[config.mk]
export PLATFORM = sky130hd
export DESIGN_NAME = refcounted_object_cache_top
export DESIGN_NICKNAME = d
export VERILOG_FILES = /design/src/rtl/rcc_pkg.sv /design/src/rtl/refcounted_object_cache_top.sv /design/src/rtl/rcc_ram.sv /design/src/rtl/rcc_ctrl.sv /design/src/rtl/rcc_datapath.sv
export SDC_FILE = /design/constraint.sdc
export NUM_CORES = 2
export LEC_CHECK = 0
export ABC_CLOCK_PERIOD_IN_PS = 15300
export BUFFER_PORTS_ARGS = -buffer_cell sky130_fd_sc_hd__buf_2
export CAP_MARGIN = 20
export CORE_ASPECT_RATIO = 1.4
export CORE_UTILIZATION = 40
export CTS_BUF_LIST = sky130_fd_sc_hd__clkbuf_16
export DETAILED_ROUTE_END_ITERATION = 10
export RECOVER_POWER = 50
export SETUP_SLACK_MARGIN = 0.05
export SLEW_MARGIN = 20
export SYNTH_ARGS = -nofsm -noshare
export SYNTH_HDL_FRONTEND = slang
export SYNTH_HIERARCHICAL = 1
export SYNTH_SLANG_ARGS = --single-unit
export TNS_END_PERCENT = 10
[constraint.sdc]
create_clock -name clk -period 15.3 [get_ports clk]
set_clock_uncertainty 0.05 [all_clocks]
set_input_delay 1.53 -clock clk [delete_from_list [all_inputs] [get_ports clk]]
set_output_delay 1.53 -clock clk [all_outputs]
set_load 0.005 [all_outputs]
[src/rtl/rcc_pkg.sv]
`timescale 1ns / 1ps
`default_nettype none

package rcc_pkg;

	// field widths of one item and of one slot entry
	localparam int FS_W   = 8;
	localparam int OBJ_W  = 32;
	localparam int CNT_W  = 16;
	localparam int SLOT_W = 6;

	localparam logic [CNT_W-1:0] COUNT_MAX = '1;

	typedef enum logic {
		OP_GET = 1'b0,
		OP_PUT = 1'b1
	} op_t;

	typedef enum logic [2:0] {
		ST_HIT          = 3'd0,
		ST_LOAD         = 3'd1,
		ST_FULL         = 3'd2,
		ST_BADFS        = 3'd3,
		ST_HELD         = 3'd4,
		ST_FREED        = 3'd5,
		ST_ALREADY_FREE = 3'd6,
		ST_SATURATED    = 3'd7
	} status_t;

	typedef struct packed {
		logic [FS_W-1:0]  fs;
		logic [OBJ_W-1:0] obj;
		logic [CNT_W-1:0] cnt;
	} entry_t;

	typedef enum logic [2:0] {
		S_CLEAR,
		S_IDLE,
		S_DISPATCH,
		S_SCAN,
		S_PUT_RD,
		S_UPDATE
	} ctrl_state_t;

	// controller to datapath
	typedef struct packed {
		logic clear_wr;
		logic capture;
		logic scan_start;
		logic scan_step;
		logic put_rd;
		logic commit;
	} cmd_t;

	// datapath to controller
	typedef struct packed {
		logic clr_last;
		logic is_put;
		logic bad_fs;
		logic hit_now;
		logic scan_last;
		logic out_free;
	} stat_t;

endpackage

`default_nettype wire

[src/rtl/refcounted_object_cache_top.sv]
// Reference-counted object cache of SLOTS slots kept in one RAM. A get walks the slots in order,
// looking for a slot with the same filesystem id and object number while noting the lowest free
// slot, and stops early on a hit; a get with filesystem id zero is rejected without a walk.
// A put reads its one slot. The walk reads one slot per cycle through the RAM read port.
// After reset the block clears the RAM in one pass before it takes its first item. One item is in
// work at a time; its result sits in an output register, so the next item is taken while it waits.
`timescale 1ns / 1ps
`default_nettype none

module refcounted_object_cache_top #(
	parameter int SLOTS = 64
) (
	input  logic                       clk,
	input  logic                       arst_n,
	input  logic                       in_valid,
	output logic                       in_ready,
	input  logic                       opcode,
	input  logic [rcc_pkg::FS_W-1:0]   fs_id,
	input  logic [rcc_pkg::OBJ_W-1:0]  object_number,
	input  logic [rcc_pkg::SLOT_W-1:0] slot_index,
	output logic                       out_valid,
	input  logic                       out_ready,
	output logic [2:0]                 status,
	output logic [rcc_pkg::SLOT_W-1:0] result_slot,
	output logic [rcc_pkg::CNT_W-1:0]  ref_count
);

	import rcc_pkg::*;

	cmd_t  cmd;
	stat_t stat;

	rcc_ctrl u_ctrl (
		.clk     (clk),
		.arst_n  (arst_n),
		.in_valid(in_valid),
		.in_ready(in_ready),
		.stat    (stat),
		.cmd     (cmd)
	);

	rcc_datapath #(
		.SLOTS(SLOTS)
	) u_dp (
		.clk          (clk),
		.arst_n       (arst_n),
		.cmd          (cmd),
		.stat         (stat),
		.opcode       (opcode),
		.fs_id        (fs_id),
		.object_number(object_number),
		.slot_index   (slot_index),
		.out_valid    (out_valid),
		.out_ready    (out_ready),
		.status       (status),
		.result_slot  (result_slot),
		.ref_count    (ref_count)
	);

	// a result never overwrites one still waiting
	a_commit_free: assert property (@(posedge clk) disable iff (!arst_n)
		cmd.commit |-> (!out_valid || out_ready))
		else $error("result loaded over a waiting result");

	// one item at a time
	a_one_item: assert property (@(posedge clk) disable iff (!arst_n)
		(in_valid && in_ready) |=> !in_ready)
		else $error("item accepted while another is in work");

	// a fresh claim always carries a count of one
	a_load_count: assert property (@(posedge clk) disable iff (!arst_n)
		(out_valid && status == 3'(ST_LOAD)) |-> (ref_count == CNT_W'(1)))
		else $error("claimed slot with count other than one");

	// full and rejected gets name no slot
	a_none_slot: assert property (@(posedge clk) disable iff (!arst_n)
		(out_valid && (status == 3'(ST_FULL) || status == 3'(ST_BADFS)))
		|-> (result_slot == '0 && ref_count == '0))
		else $error("slot reported for full or rejected get");

endmodule

`default_nettype wire

[src/rtl/rcc_ram.sv]
`timescale 1ns / 1ps
`default_nettype none

module rcc_ram #(
	parameter int WIDTH = 8,
	parameter int DEPTH = 64
) (
	input  logic                     clk,
	input  logic                     we,
	input  logic [$clog2(DEPTH)-1:0] waddr,
	input  logic [WIDTH-1:0]         wdata,
	input  logic                     re,
	input  logic [$clog2(DEPTH)-1:0] raddr,
	output logic [WIDTH-1:0]         rdata
);

	logic [WIDTH-1:0] mem_q [DEPTH];

	// one write port, one registered read port
	always_ff @(posedge clk) begin
		if (we) begin
			mem_q[waddr] <= wdata;
		end
		if (re) begin
			rdata <= mem_q[raddr];
		end
	end

endmodule

`default_nettype wire

[src/rtl/rcc_ctrl.sv]
`timescale 1ns / 1ps
`default_nettype none

module rcc_ctrl (
	input  logic           clk,
	input  logic           arst_n,
	input  logic           in_valid,
	output logic           in_ready,
	input  rcc_pkg::stat_t stat,
	output rcc_pkg::cmd_t  cmd
);

	import rcc_pkg::*;

	ctrl_state_t state_q, state_nxt;

	// state register
	always_ff @(posedge clk or negedge arst_n) begin
		if (!arst_n) begin
			state_q <= S_CLEAR;
		end else begin
			state_q <= state_nxt;
		end
	end

	// next state
	always_comb begin
		state_nxt = state_q;
		case (state_q)
			S_CLEAR: begin
				if (stat.clr_last) state_nxt = S_IDLE;
			end
			S_IDLE: begin
				if (in_valid) state_nxt = S_DISPATCH;
			end
			S_DISPATCH: begin
				if (stat.is_put) state_nxt = S_PUT_RD;
				else if (stat.bad_fs) state_nxt = S_UPDATE;
				else state_nxt = S_SCAN;
			end
			S_SCAN: begin
				if (stat.hit_now || stat.scan_last) state_nxt = S_UPDATE;
			end
			S_PUT_RD: begin
				state_nxt = S_UPDATE;
			end
			S_UPDATE: begin
				if (stat.out_free) state_nxt = S_IDLE;
			end
			default: begin
				state_nxt = S_CLEAR;
			end
		endcase
	end

	// command outputs
	always_comb begin
		cmd      = '0;
		in_ready = 1'b0;
		case (state_q)
			S_CLEAR: begin
				cmd.clear_wr = 1'b1;
			end
			S_IDLE: begin
				in_ready    = 1'b1;
				cmd.capture = in_valid;
			end
			S_DISPATCH: begin
				cmd.scan_start = !stat.is_put && !stat.bad_fs;
			end
			S_SCAN: begin
				cmd.scan_step = !(stat.hit_now || stat.scan_last);
			end
			S_PUT_RD: begin
				cmd.put_rd = 1'b1;
			end
			S_UPDATE: begin
				cmd.commit = stat.out_free;
			end
			default: begin
				cmd = '0;
			end
		endcase
	end

endmodule

`default_nettype wire

[src/rtl/rcc_datapath.sv]
`timescale 1ns / 1ps
`default_nettype none

module rcc_datapath #(
	parameter int SLOTS = 64
) (
	input  logic                          clk,
	input  logic                          arst_n,
	input  rcc_pkg::cmd_t                 cmd,
	output rcc_pkg::stat_t                stat,
	input  logic                          opcode,
	input  logic [rcc_pkg::FS_W-1:0]      fs_id,
	input  logic [rcc_pkg::OBJ_W-1:0]     object_number,
	input  logic [rcc_pkg::SLOT_W-1:0]    slot_index,
	output logic                          out_valid,
	input  logic                          out_ready,
	output logic [2:0]                    status,
	output logic [rcc_pkg::SLOT_W-1:0]    result_slot,
	output logic [rcc_pkg::CNT_W-1:0]     ref_count
);

	import rcc_pkg::*;

	localparam int IW = $clog2(SLOTS);
	localparam int EW = $bits(entry_t);

	// captured item
	logic              op_q;
	logic [FS_W-1:0]   fs_q;
	logic [OBJ_W-1:0]  obj_q;
	logic [SLOT_W-1:0] idx_q;

	// scan bookkeeping
	logic [IW:0]       iss_q;
	logic [IW-1:0]     clr_q;
	logic [IW-1:0]     rd_tag_s1;
	logic              rd_vld_s1;
	logic              hit_q;
	logic [IW-1:0]     hit_idx_q;
	logic [CNT_W-1:0]  hit_cnt_q;
	logic              free_q;
	logic [IW-1:0]     free_idx_q;

	// ram ports
	logic              ram_we, ram_re;
	logic [IW-1:0]     ram_waddr, ram_raddr;
	entry_t            ram_wdata, ram_rdata;
	logic [EW-1:0]     ram_rdata_raw;

	// update results
	logic              upd_we;
	logic [IW-1:0]     upd_addr;
	entry_t            upd_data;
	status_t           res_status;
	logic [SLOT_W-1:0] res_slot;
	logic [CNT_W-1:0]  res_cnt;

	logic              issue;
	logic              match;
	logic              in_range;
	logic [CNT_W-1:0]  put_cnt;

	assign ram_rdata = entry_t'(ram_rdata_raw);
	assign issue     = cmd.scan_step && (iss_q < (IW+1)'(SLOTS));
	assign match     = (ram_rdata.fs == fs_q) && (ram_rdata.obj == obj_q);
	assign in_range  = 32'(idx_q) < 32'(SLOTS);
	assign put_cnt   = ram_rdata.cnt - 1'b1;

	// status toward the controller
	always_comb begin
		stat           = '0;
		stat.clr_last  = clr_q == IW'(SLOTS - 1);
		stat.is_put    = op_q == OP_PUT;
		stat.bad_fs    = fs_q == '0;
		stat.hit_now   = rd_vld_s1 && match;
		stat.scan_last = rd_vld_s1 && (rd_tag_s1 == IW'(SLOTS - 1));
		stat.out_free  = !out_valid || out_ready;
	end

	// item capture
	always_ff @(posedge clk) begin
		if (cmd.capture) begin
			op_q  <= opcode;
			fs_q  <= fs_id;
			obj_q <= object_number;
			idx_q <= slot_index;
		end
	end

	// clearing pass counter
	always_ff @(posedge clk or negedge arst_n) begin
		if (!arst_n) begin
			clr_q <= '0;
		end else if (cmd.clear_wr) begin
			clr_q <= clr_q + 1'b1;
		end
	end

	// scan: issue reads, compare on the registered read data
	always_ff @(posedge clk or negedge arst_n) begin
		if (!arst_n) begin
			iss_q     <= '0;
			rd_vld_s1 <= 1'b0;
			hit_q     <= 1'b0;
			free_q    <= 1'b0;
		end else begin
			rd_vld_s1 <= issue;
			if (cmd.scan_start) begin
				iss_q  <= '0;
				hit_q  <= 1'b0;
				free_q <= 1'b0;
			end else begin
				if (issue) iss_q <= iss_q + 1'b1;
				if (rd_vld_s1 && match && !hit_q) hit_q <= 1'b1;
				if (rd_vld_s1 && (ram_rdata.cnt == '0) && !free_q) free_q <= 1'b1;
			end
		end
	end

	always_ff @(posedge clk) begin
		if (issue) rd_tag_s1 <= iss_q[IW-1:0];
		if (rd_vld_s1 && match && !hit_q) begin
			hit_idx_q <= rd_tag_s1;
			hit_cnt_q <= ram_rdata.cnt;
		end
		if (rd_vld_s1 && (ram_rdata.cnt == '0) && !free_q) begin
			free_idx_q <= rd_tag_s1;
		end
	end

	// outcome of the item and the entry to write back
	always_comb begin
		upd_we     = 1'b0;
		upd_addr   = hit_idx_q;
		upd_data   = '0;
		res_status = ST_FULL;
		res_slot   = '0;
		res_cnt    = '0;
		if (op_q == OP_GET) begin
			if (fs_q == '0) begin
				res_status = ST_BADFS;
			end else if (hit_q) begin
				res_slot = SLOT_W'(hit_idx_q);
				if (hit_cnt_q == COUNT_MAX) begin
					res_status = ST_SATURATED;
					res_cnt    = hit_cnt_q;
				end else begin
					res_status   = ST_HIT;
					res_cnt      = hit_cnt_q + 1'b1;
					upd_we       = 1'b1;
					upd_data.fs  = fs_q;
					upd_data.obj = obj_q;
					upd_data.cnt = hit_cnt_q + 1'b1;
				end
			end else if (free_q) begin
				res_status   = ST_LOAD;
				res_slot     = SLOT_W'(free_idx_q);
				res_cnt      = CNT_W'(1);
				upd_we       = 1'b1;
				upd_addr     = free_idx_q;
				upd_data.fs  = fs_q;
				upd_data.obj = obj_q;
				upd_data.cnt = CNT_W'(1);
			end
		end else begin
			res_slot = idx_q;
			upd_addr = IW'(idx_q);
			if (!in_range || (ram_rdata.cnt == '0)) begin
				res_status = ST_ALREADY_FREE;
			end else if (put_cnt == '0) begin
				res_status = ST_FREED;
				upd_we     = 1'b1;
			end else begin
				res_status   = ST_HELD;
				res_cnt      = put_cnt;
				upd_we       = 1'b1;
				upd_data.fs  = ram_rdata.fs;
				upd_data.obj = ram_rdata.obj;
				upd_data.cnt = put_cnt;
			end
		end
	end

	// ram port selection
	always_comb begin
		ram_we    = cmd.clear_wr || (cmd.commit && upd_we);
		ram_waddr = cmd.clear_wr ? clr_q : upd_addr;
		ram_wdata = cmd.clear_wr ? entry_t'('0) : upd_data;
		ram_re    = issue || cmd.put_rd;
		ram_raddr = cmd.put_rd ? IW'(idx_q) : iss_q[IW-1:0];
	end

	rcc_ram #(
		.WIDTH(EW),
		.DEPTH(SLOTS)
	) u_ram (
		.clk  (clk),
		.we   (ram_we),
		.waddr(ram_waddr),
		.wdata(EW'(ram_wdata)),
		.re   (ram_re),
		.raddr(ram_raddr),
		.rdata(ram_rdata_raw)
	);

	// output register
	always_ff @(posedge clk or negedge arst_n) begin
		if (!arst_n) begin
			out_valid <= 1'b0;
		end else if (cmd.commit) begin
			out_valid <= 1'b1;
		end else if (out_ready) begin
			out_valid <= 1'b0;
		end
	end

	always_ff @(posedge clk) begin
		if (cmd.commit) begin
			status      <= 3'(res_status);
			result_slot <= res_slot;
			ref_count   <= res_cnt;
		end
	end

endmodule

`default_nettype wire
==> results.yml <==
yosys:
  synth_top_family_by_area: "multiplexers"
  synth_warnings: 6
  synth_cell_types: 73
  synth_compound_area_share_pct: 3.43
  syn_area_per_cell_um2: 22.1
  synth_edf_count: 3746
  synth_top_area_share_pct: 78.0
  synth_fa_ha_area_share_pct: 0.0521
  syn_nets: 6587
  synth_area_leaders: "edfxtp_1, mux4_2, mux2i_1"
  yosysMostFrequentCell: "edfxtp_1"
  syn_area_mm2: 0.144
  ys_top_cells_by_count: "edfxtp_1, mux4_2, o22ai_1"
  muxShareOfSynthArea_pct: 14.4
  postSynth.asyncResetShare_pct: 0.531
  seq_area_frac_synth_pct: 78.4
  synthFlopType: "edfxtp_1"
  ys_ff_latch: 3766
  netlist_instances: 6530
  yosys.area.top_type: "edfxtp_1"
  synth-xor-area-share_pct: 0.456
  yosys.area_share.simple_pct: 1.79
hold_path:
  min-delay-start: "u_dp/rd_tag_s1[4]"
  min_path_type: "flip-flop to flip-flop"
clock_network:
  cts_setup_buffers: 0
  cts.sinks: 3766
  clock_path_buffers: 4
  cts_tree: "done"
  clk_latency_ps: 940
  hold_buffers: 0
  root_buffer: "clkbuf_16"
  cts.htree.levels: 5
  path_clk_slew_ps: 70
  cts_resized: 0
  numCtsBuffers: 358
pwr:
  power_density_mw_per_mm2: 196
  irDropWorstVdd_uv: 149
  cellLeakagePower_nw: 50.2
  power_mw: 31.7
drt:
  antenna_left: 0
  vias: 72800
  drc: 0
  wl_um: 438000
  drt_iter0_markers: 9922
  via_per_inst: 6.15
  dr.pass1.iters: 6
  wl_per_cell_um: 37.0
die:
  dieWidth_um: 509
  fp.dieH_um: 712
  dieArea_mm2: 0.363
  coreArea_mm2: 0.358
  start_util_pct: 40.2
  io_pins: 78
  rows: 260
worst_setup_path:
  critical_path_class: "flip-flop to flip-flop"
  crit_fanout: 64
  cp-startpoint: "u_dp/u_ram/rdata[0]"
  rr_startpoint: "u_dp/u_ram/rdata[0]"
  cp-end-kind: "flip-flop"
  required_ps: 15270
  arrival_ps: 9990
  cp-start-kind: "flip-flop"
place:
  portBuffers: 77
  globalplace.congestion: 0.877
  hpwl_um: 267000
sta:
  setup_viol: 0
  relSlewSlack_pct: -240
  fin_tns_setup_ps: 0
  drv_slew: 3452
  worstMarginPinSlew_ps: 5100
  hold_violations: 0
  grt_setup_unrepaired: "false"
  fmax_mhz: 99.7
  fin_crit_ps: 10030
  fin_crit_sh_pct: 65.5
global_route:
  grt_max_degree: 97
  grt_pass1_vias: 71700
  grt_pass1_wl_um: 599000
  antenna_found_initial: 35
  met3_usage_pct: 4.94
  met1_usage_pct: 30.3
  grt_overflow: 0
  grtUsageMet2_pct: 38.9
  busiest_layer: "met2"
  grt_use_total_pct: 23.9
cells_and_area:
  fillers: 29800
  drive_gt1_share_pct: 23.6
  seqCellArea_mm2: 0.113
  final_nets: 6891
  area_growth_pct: 12.4
  multi_input_area_mm2: 0.0298
status:
  status: "finished, violations left"
  violations: "max-capacitance violations, max-slew violations"
flow_run:
  maxCapViolCount: 74
-- layout by cell type (no fill, tap or decap), types with 68 or more instances in the layout --
master	count
nor2_1	86
clkbuf_1	100
inv_1	79
edfxtp_1	3746
clkinv_2	68
clkinv_1	84
nand2_1	136
mux4_2	803
o22ai_1	247
buf_4	164
clkbuf_16	364
mux2i_1	225
a22oi_1	81
-- per-layer routing --
layer / vias to the layer above / wire length [um]
met3: 828 / 42200
met2: 4093 / 213000
met4: 16 / 26700
met1: 39500 / 156000
met5: - / 96
li1: 28400 / -
-- state kept, by name, summed over array words and instances, names as in the netlist, 7 cells and up --
| name | cells |
|---|---|
| u_dp/ref_count | 16 |
| u_dp/obj_q | 32 |
| u_dp/hit_cnt_q | 16 |
| u_dp/u_ram/rdata | 56 |
| u_dp/fs_q | 8 |
| u_dp/iss_q | 7 |
| u_dp/u_ram/mem_q | 3584 |
-- worst max-delay path, cell delays in order (launching register included) --
cell and delay [ps]:
edfxtp_1 630, inv_1 160, ha_1 340, nor4b_1 1180
nand4_1 250, xnor2_1 390, a2111o_1 220, o41a_2 250
clkbuf_1 2080, a22o_1 330, clkbuf_1 3150
-- per-stage QoR --
stage / instances / utilization (%) / area [um2] / hold slack, ps / setup slack [ps]
2_1_floorplan: 6530 / - / 144000 / 371 / 7210
3_3_place_gp: 11200 / 42.2 / 151000 / 404 / 8590
3_5_place_dp: 11200 / 42.3 / 152000 / 418 / 8570
4_1_cts: 11800 / 45.4 / 163000 / 433 / 8530
5_1_grt: 11800 / 45.2 / 162000 / 436 / 5060
6_report: 11800 / 45.2 / 162000 / 429 / 5270
-- report_power, final --
group	switching, mW	internal (mW)
Sequential	0.338	13.3
Combinational	6.41	3.04
Clock	3.87	4.80
Total	10.6	21.1
-- cell type report --
class	instances	area share, %
tap	4716	3.64
antenna	12	0.0185
multi-input combinational	2380	18.4
timing repair buffer	314	1.26
clock buffer	364	5.62
sequential	3766	69.7
inverter	14	0.0355
clock inverter	283	1.33
-- kinds of logic (layout without fill, tap and decap cells) --
kind of cell / count (synthesis) / after routing
DFF: 3766 / 3766
muxes: 1071 / 1071
AOI/OAI and AO/OA: 704 / 704
and+or+nand+nor: 524 / 524
buffers and inverters: 384 / 975
xor gates and xnor gates: 75 / 75
adders and majority gates: 6 / 6
other: 0 / 12
-- final timing paths --
check                                          end  slack [ps]  cells after the start
min in group asynchronous              u_dp/free_q         830                      1
max                        u_dp/u_ram/mem_q[9][51]        5270                     10
min reg2reg                      u_dp/hit_idx_q[4]         430                      0
min                              u_dp/hit_idx_q[4]         430                      0
max in group asynchronous            u_dp/clr_q[2]       13530                      1
max reg2reg                u_dp/u_ram/mem_q[9][51]        5270                     10
No activity file was read; power rests on OpenSTA's default activity.
